[src/sv/md5_pkg.sv]
package md5_pkg;

  typedef struct packed {
    logic [7:0] data_byte;
    logic       byte_valid;
    logic       last;
  } md5_in_t;

  typedef struct packed {
    logic [31:0] digest_a;
    logic [31:0] digest_b;
    logic [31:0] digest_c;
    logic [31:0] digest_d;
  } md5_out_t;

  // Classified command held in the queue between front and back
  typedef struct packed {
    logic [7:0] data;
    logic       has_byte;
    logic       last;
  } md5_cmd_t;

  typedef enum logic [3:0] {
    ST_IDLE,
    ST_PREF,
    ST_ROUND,
    ST_ADD,
    ST_PAD_HEAD,
    ST_PAD_ZERO,
    ST_PAD_LEN0,
    ST_PAD_LEN1,
    ST_EMIT
  } md5_state_t;

  localparam logic [31:0] CHAIN_INIT [4] = '{
    32'h67452301, 32'hefcdab89, 32'h98badcfe, 32'h10325476
  };

  localparam logic [7:0] PAD_BYTE       = 8'h80;
  localparam logic [5:0] LAST_FILL      = 6'd63;
  localparam logic [5:0] TWO_BLOCK_FILL = 6'd56;
  localparam logic [4:0] ZERO_END_ONE   = 5'd14;
  localparam logic [4:0] ZERO_END_TWO   = 5'd16;
  localparam logic [3:0] LEN_WORD_LO    = 4'd14;
  localparam logic [3:0] LEN_WORD_HI    = 4'd15;
  localparam logic [5:0] LAST_ROUND     = 6'd63;

  localparam logic [31:0] K_TAB [64] = '{
    32'hd76aa478, 32'he8c7b756, 32'h242070db, 32'hc1bdceee,
    32'hf57c0faf, 32'h4787c62a, 32'ha8304613, 32'hfd469501,
    32'h698098d8, 32'h8b44f7af, 32'hffff5bb1, 32'h895cd7be,
    32'h6b901122, 32'hfd987193, 32'ha679438e, 32'h49b40821,
    32'hf61e2562, 32'hc040b340, 32'h265e5a51, 32'he9b6c7aa,
    32'hd62f105d, 32'h02441453, 32'hd8a1e681, 32'he7d3fbc8,
    32'h21e1cde6, 32'hc33707d6, 32'hf4d50d87, 32'h455a14ed,
    32'ha9e3e905, 32'hfcefa3f8, 32'h676f02d9, 32'h8d2a4c8a,
    32'hfffa3942, 32'h8771f681, 32'h6d9d6122, 32'hfde5380c,
    32'ha4beea44, 32'h4bdecfa9, 32'hf6bb4b60, 32'hbebfbc70,
    32'h289b7ec6, 32'heaa127fa, 32'hd4ef3085, 32'h04881d05,
    32'hd9d4d039, 32'he6db99e5, 32'h1fa27cf8, 32'hc4ac5665,
    32'hf4292244, 32'h432aff97, 32'hab9423a7, 32'hfc93a039,
    32'h655b59c3, 32'h8f0ccc92, 32'hffeff47d, 32'h85845dd1,
    32'h6fa87e4f, 32'hfe2ce6e0, 32'ha3014314, 32'h4e0811a1,
    32'hf7537e82, 32'hbd3af235, 32'h2ad7d2bb, 32'heb86d391
  };

  localparam logic [4:0] ROT_TAB [4][4] = '{
    '{5'd7, 5'd12, 5'd17, 5'd22},
    '{5'd5, 5'd9,  5'd14, 5'd20},
    '{5'd4, 5'd11, 5'd16, 5'd23},
    '{5'd6, 5'd10, 5'd15, 5'd21}
  };

  // Message word index used by round r
  function automatic logic [3:0] md5_g(input logic [5:0] r);
    logic [3:0] g;
    unique case (r[5:4])
      2'd0: g = r[3:0];
      2'd1: g = r[3:0] * 4'd5 + 4'd1;
      2'd2: g = r[3:0] * 4'd3 + 4'd5;
      2'd3: g = r[3:0] * 4'd7;
    endcase
    return g;
  endfunction

  function automatic logic [31:0] md5_rotl(input logic [31:0] v, input logic [4:0] n);
    logic [63:0] tmp;
    tmp = {v, v} << n;
    return tmp[63:32];
  endfunction

endpackage

[src/sv/md5_front.sv]
module md5_front (
  input  logic              clk,
  input  logic              rst_n,
  input  logic              in_push,
  output logic              in_full,
  input  md5_pkg::md5_in_t  in_data,
  output logic              q_push,
  output md5_pkg::md5_cmd_t q_cmd,
  input  logic              q_full
);
  import md5_pkg::*;

  logic     hold_v_r, hold_v_nxt;
  md5_cmd_t cmd_r, cmd_nxt;
  logic     take;

  assign in_full = hold_v_r && q_full;
  assign take    = in_push && !in_full;
  assign q_push  = hold_v_r;
  assign q_cmd   = cmd_r;

  always_comb begin
    hold_v_nxt = hold_v_r && q_full;
    cmd_nxt    = cmd_r;
    if (take) begin
      // items with neither a byte nor an end mark do nothing: drop here
      hold_v_nxt       = in_data.byte_valid || in_data.last;
      cmd_nxt.data     = in_data.byte_valid ? in_data.data_byte : 8'h00;
      cmd_nxt.has_byte = in_data.byte_valid;
      cmd_nxt.last     = in_data.last;
    end
  end

  always_ff @(posedge clk) begin
    if (!rst_n) begin
      hold_v_r <= 1'b0;
    end else begin
      hold_v_r <= hold_v_nxt;
    end
    cmd_r <= cmd_nxt;
  end

endmodule

[src/sv/md5_cmdq.sv]
module md5_cmdq #(
  parameter int DEPTH = 4
) (
  input  logic              clk,
  input  logic              rst_n,
  input  logic              push,
  input  md5_pkg::md5_cmd_t din,
  output logic              full,
  input  logic              pop,
  output logic              valid,
  output md5_pkg::md5_cmd_t dout
);
  import md5_pkg::*;

  localparam int AW = (DEPTH > 1) ? $clog2(DEPTH) : 1;
  localparam int CW = $clog2(DEPTH + 1);

  md5_cmd_t        slot_r [DEPTH];
  logic [AW-1:0]   wr_ptr_r, wr_ptr_nxt;
  logic [AW-1:0]   rd_ptr_r, rd_ptr_nxt;
  logic [CW-1:0]   cnt_r, cnt_nxt;
  logic            do_push, do_pop;

  assign full    = (cnt_r == CW'(DEPTH));
  assign valid   = (cnt_r != '0);
  assign do_push = push && !full;
  assign do_pop  = pop && valid;
  assign dout    = slot_r[rd_ptr_r];

  always_comb begin
    wr_ptr_nxt = wr_ptr_r;
    rd_ptr_nxt = rd_ptr_r;
    cnt_nxt    = cnt_r;
    if (do_push) begin
      wr_ptr_nxt = (wr_ptr_r == AW'(DEPTH - 1)) ? '0 : wr_ptr_r + 1'b1;
    end
    if (do_pop) begin
      rd_ptr_nxt = (rd_ptr_r == AW'(DEPTH - 1)) ? '0 : rd_ptr_r + 1'b1;
    end
    if (do_push && !do_pop) begin
      cnt_nxt = cnt_r + 1'b1;
    end else if (do_pop && !do_push) begin
      cnt_nxt = cnt_r - 1'b1;
    end
  end

  always_ff @(posedge clk) begin
    if (!rst_n) begin
      wr_ptr_r <= '0;
      rd_ptr_r <= '0;
      cnt_r    <= '0;
    end else begin
      wr_ptr_r <= wr_ptr_nxt;
      rd_ptr_r <= rd_ptr_nxt;
      cnt_r    <= cnt_nxt;
    end
    if (do_push) begin
      slot_r[wr_ptr_r] <= din;
    end
  end

endmodule

[src/sv/md5_back.sv]
module md5_back (
  input  logic              clk,
  input  logic              rst_n,
  input  logic              q_valid,
  input  md5_pkg::md5_cmd_t q_cmd,
  output logic              q_pop,
  output logic              out_empty,
  input  logic              out_pop,
  output md5_pkg::md5_out_t out_data
);
  import md5_pkg::*;

  md5_state_t  state_r, state_nxt;
  logic [63:0] cnt_r, cnt_nxt;
  logic [31:0] chain_r [4];
  logic [31:0] chain_nxt [4];
  logic [31:0] a_r, b_r, c_r, d_r;
  logic [31:0] a_nxt, b_nxt, c_nxt, d_nxt;
  logic [5:0]  rnd_r, rnd_nxt;
  logic [4:0]  widx_r, widx_nxt;
  logic        last_r, last_nxt;
  logic        two_r, two_nxt;
  logic        lend_r, lend_nxt;
  logic        out_v_r, out_v_nxt;
  md5_out_t    out_r, out_nxt;

  // block buffer: sixteen words, byte-lane writes, registered read
  logic [31:0] blk_mem_r [16];
  logic [31:0] rdata_r;
  logic        mem_we;
  logic [3:0]  mem_be;
  logic [3:0]  mem_waddr;
  logic [31:0] mem_wdata;
  logic [3:0]  mem_raddr;

  logic [31:0] f_val, t_sum, t_rot, t_new;
  logic [63:0] bit_len;
  logic [4:0]  zero_end;
  logic        blk_full;

  assign out_empty = !out_v_r;
  assign out_data  = out_r;
  assign bit_len   = {cnt_r[60:0], 3'b000};
  assign zero_end  = two_r ? ZERO_END_TWO : ZERO_END_ONE;
  assign blk_full  = q_cmd.has_byte && (cnt_r[5:0] == LAST_FILL);

  // one MD5 round
  always_comb begin
    unique case (rnd_r[5:4])
      2'd0: f_val = (b_r & c_r) | (~b_r & d_r);
      2'd1: f_val = (b_r & d_r) | (c_r & ~d_r);
      2'd2: f_val = b_r ^ c_r ^ d_r;
      2'd3: f_val = c_r ^ (b_r | ~d_r);
    endcase
    t_sum = a_r + f_val + rdata_r + K_TAB[rnd_r];
    t_rot = md5_rotl(t_sum, ROT_TAB[rnd_r[5:4]][rnd_r[1:0]]);
    t_new = t_rot + b_r;
  end

  // next state
  always_comb begin
    state_nxt = state_r;
    unique case (state_r)
      ST_IDLE: begin
        if (q_valid) begin
          if (blk_full) begin
            state_nxt = ST_PREF;
          end else if (q_cmd.last) begin
            state_nxt = ST_PAD_HEAD;
          end
        end
      end
      ST_PREF:     state_nxt = ST_ROUND;
      ST_ROUND:    if (rnd_r == LAST_ROUND) state_nxt = ST_ADD;
      ST_ADD: begin
        priority if (lend_r) begin
          state_nxt = ST_EMIT;
        end else if (two_r) begin
          state_nxt = ST_PAD_ZERO;
        end else if (last_r) begin
          state_nxt = ST_PAD_HEAD;
        end else begin
          state_nxt = ST_IDLE;
        end
      end
      ST_PAD_HEAD: state_nxt = ST_PAD_ZERO;
      ST_PAD_ZERO: begin
        if (widx_r == zero_end) begin
          state_nxt = two_r ? ST_PREF : ST_PAD_LEN0;
        end
      end
      ST_PAD_LEN0: state_nxt = ST_PAD_LEN1;
      ST_PAD_LEN1: state_nxt = ST_PREF;
      ST_EMIT:     if (!out_v_r) state_nxt = ST_IDLE;
      default:     state_nxt = ST_IDLE;
    endcase
  end

  // datapath and buffer control
  always_comb begin
    q_pop     = 1'b0;
    cnt_nxt   = cnt_r;
    chain_nxt = chain_r;
    a_nxt     = a_r;
    b_nxt     = b_r;
    c_nxt     = c_r;
    d_nxt     = d_r;
    rnd_nxt   = rnd_r;
    widx_nxt  = widx_r;
    last_nxt  = last_r;
    two_nxt   = two_r;
    lend_nxt  = lend_r;
    out_v_nxt = out_v_r && !out_pop;
    out_nxt   = out_r;
    mem_we    = 1'b0;
    mem_be    = 4'h0;
    mem_waddr = cnt_r[5:2];
    mem_wdata = '0;
    mem_raddr = '0;
    unique case (state_r)
      ST_IDLE: begin
        if (q_valid) begin
          q_pop    = 1'b1;
          last_nxt = q_cmd.last;
          if (q_cmd.has_byte) begin
            mem_we    = 1'b1;
            mem_be    = 4'b0001 << cnt_r[1:0];
            mem_wdata = {4{q_cmd.data}};
            cnt_nxt   = cnt_r + 64'd1;
          end
        end
      end
      ST_PREF: begin
        mem_raddr = md5_g('0);
        a_nxt     = chain_r[0];
        b_nxt     = chain_r[1];
        c_nxt     = chain_r[2];
        d_nxt     = chain_r[3];
        rnd_nxt   = '0;
      end
      ST_ROUND: begin
        mem_raddr = md5_g(rnd_r + 6'd1);
        a_nxt     = d_r;
        d_nxt     = c_r;
        c_nxt     = b_r;
        b_nxt     = t_new;
        rnd_nxt   = rnd_r + 6'd1;
      end
      ST_ADD: begin
        chain_nxt[0] = chain_r[0] + a_r;
        chain_nxt[1] = chain_r[1] + b_r;
        chain_nxt[2] = chain_r[2] + c_r;
        chain_nxt[3] = chain_r[3] + d_r;
        if (!lend_r && two_r) begin
          two_nxt  = 1'b0;
          widx_nxt = '0;
        end
      end
      ST_PAD_HEAD: begin
        // 0x80 at the fill position, zeros above it in the same word
        mem_we = 1'b1;
        for (int l = 0; l < 4; l++) begin
          mem_be[l]            = (2'(l) >= cnt_r[1:0]);
          mem_wdata[l*8 +: 8]  = (2'(l) == cnt_r[1:0]) ? PAD_BYTE : 8'h00;
        end
        two_nxt  = (cnt_r[5:0] >= TWO_BLOCK_FILL);
        widx_nxt = {1'b0, cnt_r[5:2]} + 5'd1;
      end
      ST_PAD_ZERO: begin
        if (widx_r != zero_end) begin
          mem_we    = 1'b1;
          mem_be    = 4'hf;
          mem_waddr = widx_r[3:0];
          widx_nxt  = widx_r + 5'd1;
        end
      end
      ST_PAD_LEN0: begin
        mem_we    = 1'b1;
        mem_be    = 4'hf;
        mem_waddr = LEN_WORD_LO;
        mem_wdata = bit_len[31:0];
      end
      ST_PAD_LEN1: begin
        mem_we    = 1'b1;
        mem_be    = 4'hf;
        mem_waddr = LEN_WORD_HI;
        mem_wdata = bit_len[63:32];
        lend_nxt  = 1'b1;
      end
      ST_EMIT: begin
        if (!out_v_r) begin
          out_v_nxt        = 1'b1;
          out_nxt.digest_a = chain_r[0];
          out_nxt.digest_b = chain_r[1];
          out_nxt.digest_c = chain_r[2];
          out_nxt.digest_d = chain_r[3];
          chain_nxt        = CHAIN_INIT;
          cnt_nxt          = '0;
          last_nxt         = 1'b0;
          two_nxt          = 1'b0;
          lend_nxt         = 1'b0;
        end
      end
      default: ;
    endcase
  end

  always_ff @(posedge clk) begin
    if (mem_we) begin
      for (int l = 0; l < 4; l++) begin
        if (mem_be[l]) begin
          blk_mem_r[mem_waddr][l*8 +: 8] <= mem_wdata[l*8 +: 8];
        end
      end
    end
    rdata_r <= blk_mem_r[mem_raddr];
  end

  always_ff @(posedge clk) begin
    if (!rst_n) begin
      state_r <= ST_IDLE;
      cnt_r   <= '0;
      chain_r <= CHAIN_INIT;
      rnd_r   <= '0;
      widx_r  <= '0;
      last_r  <= 1'b0;
      two_r   <= 1'b0;
      lend_r  <= 1'b0;
      out_v_r <= 1'b0;
    end else begin
      state_r <= state_nxt;
      cnt_r   <= cnt_nxt;
      chain_r <= chain_nxt;
      rnd_r   <= rnd_nxt;
      widx_r  <= widx_nxt;
      last_r  <= last_nxt;
      two_r   <= two_nxt;
      lend_r  <= lend_nxt;
      out_v_r <= out_v_nxt;
    end
    a_r   <= a_nxt;
    b_r   <= b_nxt;
    c_r   <= c_nxt;
    d_r   <= d_nxt;
    out_r <= out_nxt;
  end

endmodule

[src/sv/md5_hash_engine_top.sv]
// Every 64th byte starts a compression (prefetch, 64 rounds through the single round
// unit, chaining add). After the last transaction the block is padded and compressed;
// an extra pad block follows when fill >= 56 bytes, and a block that the last byte
// closes is compressed before the padding starts.
// Reset (rst_n low, synchronous): queues empty, chaining words at their initial values,
// byte count zero; the block buffer is not cleared, padding overwrites every unused word.
module md5_hash_engine_top #(
  parameter int QDEPTH = 4
) (
  input  logic              clk,
  input  logic              rst_n,
  input  logic              in_push,
  output logic              in_full,
  input  md5_pkg::md5_in_t  in_data,
  output logic              out_empty,
  input  logic              out_pop,
  output md5_pkg::md5_out_t out_data
);
  import md5_pkg::*;

  // front: one holding register, drops transactions carrying neither byte nor end mark
  logic     f_push;
  md5_cmd_t f_cmd;
  logic     q_full;

  // queue between front and back so byte transactions keep landing during a compression
  logic     q_valid;
  logic     q_pop;
  md5_cmd_t q_cmd;

  md5_front u_front (
    .clk     (clk),
    .rst_n   (rst_n),
    .in_push (in_push),
    .in_full (in_full),
    .in_data (in_data),
    .q_push  (f_push),
    .q_cmd   (f_cmd),
    .q_full  (q_full)
  );

  md5_cmdq #(
    .DEPTH (QDEPTH)
  ) u_cmdq (
    .clk   (clk),
    .rst_n (rst_n),
    .push  (f_push),
    .din   (f_cmd),
    .full  (q_full),
    .pop   (q_pop),
    .valid (q_valid),
    .dout  (q_cmd)
  );

  // back: byte buffer, padding sequencer, round unit and the single-entry result register
  md5_back u_back (
    .clk       (clk),
    .rst_n     (rst_n),
    .q_valid   (q_valid),
    .q_cmd     (q_cmd),
    .q_pop     (q_pop),
    .out_empty (out_empty),
    .out_pop   (out_pop),
    .out_data  (out_data)
  );

endmodule

[config.mk]
export PLATFORM = sky130hd
export DESIGN_NAME = md5_hash_engine_top
export DESIGN_NICKNAME = d
export VERILOG_FILES = /design/src/sv/md5_pkg.sv /design/src/sv/md5_front.sv /design/src/sv/md5_cmdq.sv /design/src/sv/md5_back.sv /design/src/sv/md5_hash_engine_top.sv
export SDC_FILE = /design/constraint.sdc
export NUM_CORES = 2
export LEC_CHECK = 0
export ABC_AREA = 1
export BUFFER_PORTS_ARGS = -buffer_cell sky130_fd_sc_hd__buf_2
export CAP_MARGIN = 20
export CORE_ASPECT_RATIO = 2
export CORE_MARGIN = 5
export CORE_UTILIZATION = 60
export CTS_CLUSTER_DIAMETER = 30
export DETAILED_ROUTE_END_ITERATION = 8
export PLACE_DENSITY = 0.86
export SETUP_SLACK_MARGIN = 0.5
export SYNTH_ARGS = -nofsm -noshare
export SYNTH_HDL_FRONTEND = slang
export SYNTH_SLANG_ARGS = --single-unit
[constraint.sdc]
create_clock -name clk -period 28.9 [get_ports clk]
set_input_delay 1.445 -clock clk [delete_from_list [all_inputs] [get_ports clk]]
set_output_delay 1.445 -clock clk [all_outputs]
set_load 0.005 [all_outputs]
**Word level (Yosys, flattened, before mapping)**

Memory sizes are Yosys's and may differ from the RTL's. A register that Yosys moved wholly into a read port is not among the register bits.
Index checks and enable logic that the tools add are counted.

- $add $sub $neg: 18
- Multiply operators: 3
- Divide/modulo/power cells: 0
- $lt $le $gt $ge: 8
- Equal/unequal tests: 32
- Shift-type cells: 2
- Muxes and demuxes: 85
- Bitwise operators: 16
- Reduce and logical (&&, ||, !) cells: 39

Operators with widths:

| operator | number |
|---|---|
| 32-bit adder | 8 |
| 128-bit case mux with 2 select lines | 1 |
| 32-bit case mux with 2 select lines | 4 |
| 32-bit case mux with 4 select lines | 2 |
| 64-bit 2-to-1 mux | 3 |
| 32-bit bitwise AND | 4 |
| 128-bit 2-to-1 mux | 1 |
| 32-bit 2-to-1 mux | 4 |
| 64-bit case mux with 2 select lines | 1 |
| 32-bit bitwise OR | 3 |
| 32-bit XOR | 3 |
| 64-bit by 1-bit adder with 64-bit output (second input constant) | 1 |
| 32-bit inverter | 2 |
| 64-bit by 5-bit << shifter with 64-bit output | 1 |
| 4-bit 2-to-1 mux | 13 |
| 20-bit binary-select mux with 2-bit select | 1 |
| 20-bit 2-to-1 mux | 2 |
| 4-bit case mux with 9 select lines | 1 |
| 8-bit 2-to-1 mux | 4 |
| 4-bit case mux with 4 select lines | 2 |
| 1-bit 2-to-1 mux | 25 |
| 5-bit 2-to-1 mux | 5 |
| 4-bit by 3-bit == test with 1-bit output (second input constant) | 4 |
| 5-bit case mux with 3 select lines | 1 |
| 53 further kinds | 107 |

- Register bits: 485
- Bits in latches: 0
- RAM bits: 552
- ROM bits: 2,048
- Input bits: 14
- Output and inout port bits: 130
- Word-level logic and storage cells: 233
- Memories kept: 3

Memory list:

| memory | depth | bits a word | read ports | clocked after Yosys merged registers in | write ports | line | RTL |
|---|---|---|---|---|---|---|---|
| (name not given) | 64 | 32 | 1 | 0 | 0 | md5_back.sv:55 | `t_sum = a_r + f_val + rdata_r + K_TAB[rnd_r];` |
| u_back.blk_mem_r | 16 | 32 | 1 | 1 | 1 | md5_back.sv:28 | `logic [31:0] blk_mem_r [16];` |
| u_cmdq.slot_r | 4 | 10 | 1 | 1 | 1 | md5_cmdq.sv:18 | `md5_cmd_t slot_r [DEPTH];` |

**Longest topological paths before layout**

- Depth after elaboration: 10
- Mapped depth: 53
- Depth with buffers taken out: 51

**Cells and area by module**

A second synthesis with hierarchy kept.

- Cells, all modules: 7,249
- Area, all modules: 61,569.0 um2

Modules (own cells, without submodules):

| module | times used | cells each | area an instance (um2) | sequential area each (um2) |
|---|---|---|---|---|
| md5_back | 1 | 7,046 | 59,140.5 | 27,866.7 |
| md5_cmdq | 1 | 168 | 2,000.7 | 1,381.3 |
| md5_front | 1 | 35 | 427.9 | 320.3 |

**Worst setup path before layout**

Ideal clock, no wire load.

- Kind: register to register
- Start: register u_back.state_r[0]
- End: register u_back.state_r[1]
- Library setup time: 110 ps
- Arrival time: 11,281 ps
- Required time: 28,790 ps
- Setup slack: 17,510 ps
- Stages on the path, launching flop included: 7
- Path buffers: 0
- Period minus slack after synthesis: 11,390 ps
- Cells stage by stage: dfxtp_1 -> inv_2 -> nor2_1 -> inv_1 -> o21ai_0 -> inv_1 -> a21oi_1

- Word-level cells in the longest chain between the ends: 3
- Elaborated cells between the ends (all ways): 16
- Those cells by class: eq/ne: 13; mux: 1; reduce/logical: 2

RTL lines:

| what | line | RTL |
|---|---|---|
| start: declaration | md5_back.sv:13 | `md5_state_t state_r, state_nxt;` |
| start signal: assignment | md5_back.sv:231 | `state_r <= state_nxt;` |
| 4-bit == test (tied with other cells) | md5_back.sv:63 | `unique case (state_r)` |
| 2-bit != test (no line) (tied with other cells) | n/a |  |
| 5-bit AND reduction (no line) | n/a |  |

Parallel ways exist; a longest one is shown, timed or not.
A chain may end at the register's enable or synchronous reset.

**Worst setup path after layout**

- Start: register u_back.rnd_r[5]
- End: register u_back.b_r[30], data pin

- Word-level cells in the longest chain between the ends: 10
- Elaborated cells between the ends (all ways): 22
- Those cells by class: add/sub: 4; eq/ne: 3; shift: 1; mux: 10; bitwise: 2; reduce/logical: 1; memory: 1

RTL lines:

| what | line | RTL |
|---|---|---|
| start: declaration | md5_back.sv:19 | `logic [5:0] rnd_r, rnd_nxt;` |
| start signal: assignment | md5_back.sv:234 | `rnd_r <= rnd_nxt;` |
| parallel branches: the longest is 7 deep, another holds 32-bit adder | n/a |  |
| 64-bit by 5-bit << shifter with 64-bit output (*) | md5_pkg.sv:88 | `tmp = {v, v} << n;` |
| 32-bit adder (*) | md5_back.sv:57 | `t_new = t_rot + b_r;` |
| 32-bit case mux with 2 select lines (*) | md5_back.sv:120 | `unique case (state_r)` |
| named net u_back.b_nxt[30] | md5_back.sv:18 | `logic [31:0] a_nxt, b_nxt, c_nxt, d_nxt;` |
| end signal: assignment | md5_back.sv:242 | `b_r <= b_nxt;` |
| end: declaration | md5_back.sv:17 | `logic [31:0] a_r, b_r, c_r, d_r;` |

Mark *: on every way through the listed nets, which the timed path passes. The select of a mux whose other input is x is not followed.

==> results.md <==
- Status: finished with violations
- Violated checks: design-rule violations
- Post-synth ARST share: 0%
- Detailed-route wire length per cell: 29.66 µm
- Top-Level Pins: roughly 140
- Clock slew at reported path FFs: 0.06 ns
- GRT Util Overall: a little under half
- Initial antenna violation count: 13
- Slowest stage cell on the critical path: ha_1
- Pleak: 0.02786 µW
- Commonest cells after routing, fill and taps aside: nand2_1, inv_1, edfxtp_1, o21ai_0, a21oi_1
- Seq pwr share: 24.0%
- Vias/cell: 6.544
- Share of cells above drive strength 1: roughly 8%
- Core area: 99930 µm²
- Comb pwr share: between 50% and 60%
- Psw: about 4200 µW
- Crit path DAT: roughly 11 ns
- Routed Antenna Nets: 0
- Clock power share: ~20%
- Post-route insts no fill: ~8600
- Port Buffers: ~140
- Period utilization: 35.73%
- Post-synth cell types: 68
- Clk root buf: clkbuf_16
- Slew @ Worst Pin: between 1 and 1.5 ns
- CP startpoint kind: register
- RSZ-0062 raised after global routing: false
- Critical path capture point type: register
- Final WL: 254000 µm
- Synth area leaders: edfxtp_1, dfxtp_1, nand2_1
- Post-Synthesis Cells: 7018
- Final setup fails: 0
- Hold Path Class: reg -> reg
- Setup_tns: 0 ns
- TritonCTS clock tree: yes
- Num CTS Buffers: between 100 and 150
- Sw Share: about 50%
- Max Fclk: between 0.09 and 0.1 GHz
- Commonest non-fill, non-tap cell in the layout: nand2_1
- Mapped Area: between 60000 and 70000 µm²
- Pwr Total: about 8400 µW
- Row cnt: 164
- Post-synth EDFFs: 818
- Pwr Density: between 100 and 150 nW/µm²
- Sinks on Clock Net: roughly 1100
- Total grt overflow: 0
- Share of the yosys chip area belonging to registers: 48.88%
- Leading area contributor after synthesis: edfxtp_1
- Crit-path max FO: 40
- Largest net degree at the start of global routing: ~260
- CTS Buffer Depth: 3
- DR DRC count: 8
- Initial drt markers: around 7200
- Die H: between 400 and 500 µm
- FF+latch count, synth: 1068
- CTS Hold Bufs: 0
- Number of detailed-route iterations in the first pass: 9
- First-pass GRT wire length: roughly 360000 µm
- Final Hold Fails: 0
- Post-DP HPWL: around 190000 µm
- Synth top area share: about two fifths
- Worst Skew: 0.05661 ns
- Internal power: 4157 µW
- PostCTS Resize Cnt: 0
- Crit Path Category: reg -> reg
- Syn Area/Cell: 8.619 µm²
- Post-synth net total: approximately 7400
- Post-layout util: around two thirds
- Max-slew violations: 0
- H-tree levels: 4
- Setup Fix Bufs, Post-CTS: 0
- Die width: 234.5 µm
- Placer congestion estimate: approximately 1.1
- YS warnings: 0
- Initial cell density of the core: 60.53%
- Clk Latency, worst-skew pair: around 0.8 ns
- Die area: ~110000 µm²
- Area Growth Syn to Fin: 11.11%
- Final nets: approximately 7500
- Inst Count DP: between 8000 and 9000
- Worst VDD drop: roughly 0.11 mV
- CP peak stage delay: 0.86 ns
- Slew headroom: roughly 8.3%
- Top_reg_cell synth: edfxtp_1
- Final min period: around 10 ns
- # Max-Cap Violations: 0
- Most used cell, CP: nand3_1
- Required @ worst endpoint: about 29 ns
- Vias in the first global route: between 50000 and 60000
- Vias: around 56000
final cells by class:
cell class                      count  area (µm²)
Timing Repair Buffer              245        1533
Sequential cell                  1068       29570
Inverter                          927        3493
Clock buffer                      156        3528
Fill cell                        7760       32720
Tap cell                         1328        1662
Clock inverter                     92        1001
Antenna cell                       11       27.53
Multi-Input combinational cell   4737       26390
power groups by stage:
stage | clock network, µW | logic [µW] | registers, µW
after floorplan | 0 | 2910 | 1950
after global placement | 0 | 4420 | 2020
after detailed placement | 0 | 4420 | 2030
after CTS | 1690 | 4450 | 2000
after global routing | 1760 | 4970 | 2000
final | 1700 | 4650 | 2010
per-stage QoR:
step           hold slack [ns]  instance area [µm²]  setup WS (ns)
2_1_floorplan           0.4223                60490          17.51
3_3_place_gp            0.4380                62460          19.04
3_5_place_dp            0.4385                62460          18.98
4_1_cts                 0.4733                66990          19.02
5_1_grt                 0.4951                67180          18.39
6_report                0.4773                67210          18.57
worst paths after layout:
check                                   startpoint                   to  slack, ns  cells after the start
worst min register to register  u_back.chain_r[53]  u_back.out_data[53]       0.48                      0
worst max-delay path               u_back.rnd_r[5]       u_back.b_r[30]      18.57                     38
worst min-delay path            u_back.chain_r[53]  u_back.out_data[53]       0.48                      0
worst max register to register     u_back.rnd_r[5]       u_back.b_r[30]      18.57                     38
state kept, by name, indices dropped and copies added (netlist names), 5 cells and up, named ones only:
signal and count:
u_back.rdata_r 32, u_back.cnt_r 61, u_front.q_cmd 10, u_back.d_r 32
u_back.out_data 128, u_back.rnd_r 6, u_back.chain_r 128, u_back.widx_r 5
u_back.a_r 32, u_cmdq.slot_r 40, u_back.b_r 32, u_back.blk_mem_r 512
u_back.c_r 32
layer usage:
metal / GRT usage (%) / vias to the layer above / wire length, µm / share of wire [%]
met5: 0.1379 / - / 36 / 0.014
met4: 53.36 / 6 / 39640 / 16
met3: 12.07 / 1605 / 22410 / 8.8
met2: 76.93 / 4027 / 120600 / 47
met1: 42.34 / 25859 / 71400 / 28
li1: - / 24549 / - / -
worst max-delay path: cells and delay by family, from the launching register on:
family / cells / cell delay (ns)
adder cells (fa/ha/maj): 6 / 2.67
flip-flops: 1 / 0.30
AND/OR/NAND/NOR: 17 / 3.00
buffers and inverters: 8 / 1.63
XOR/XNOR: 1 / 0.17
AO/OA/AOI/OAI: 6 / 2.22
kinds of logic (layout without fill, tap and decap cells):
family | after synthesis | in the layout | synth area share [%]
flip-flops | 1068 | 1068 | 48.88
XOR/XNOR | 83 | 83 | 1.214
multiplexers | 7 | 7 | 0.1158
buffers and inverters | 1213 | 1420 | 7.647
other | 0 | 11 | 0
AO/OA/AOI/OAI | 1912 | 1912 | 17.61
adder cells (fa/ha/maj) | 326 | 326 | 7.587
AND/OR/NAND/NOR | 2409 | 2409 | 16.94
synthesized netlist by cell type (all sizes together) (14+ instances only):
library cell,number
xnor2,30
inv,921
clkbuf,210
a211oi,22
dfxtp,250
or2,31
o211ai,84
o22ai,34
o31ai,15
ha,258
a31oi,30
a21o,20
a221oi,14
nand2,1275
edfxtp,818
nor3,156
nor4,21
o221ai,95
nand3,429
nor2,449
fa,68
o21ai,884
xor2,53
a21oi,642
o21a,19
nand4,31
buf,76
(Power assumes the default switching activity.)
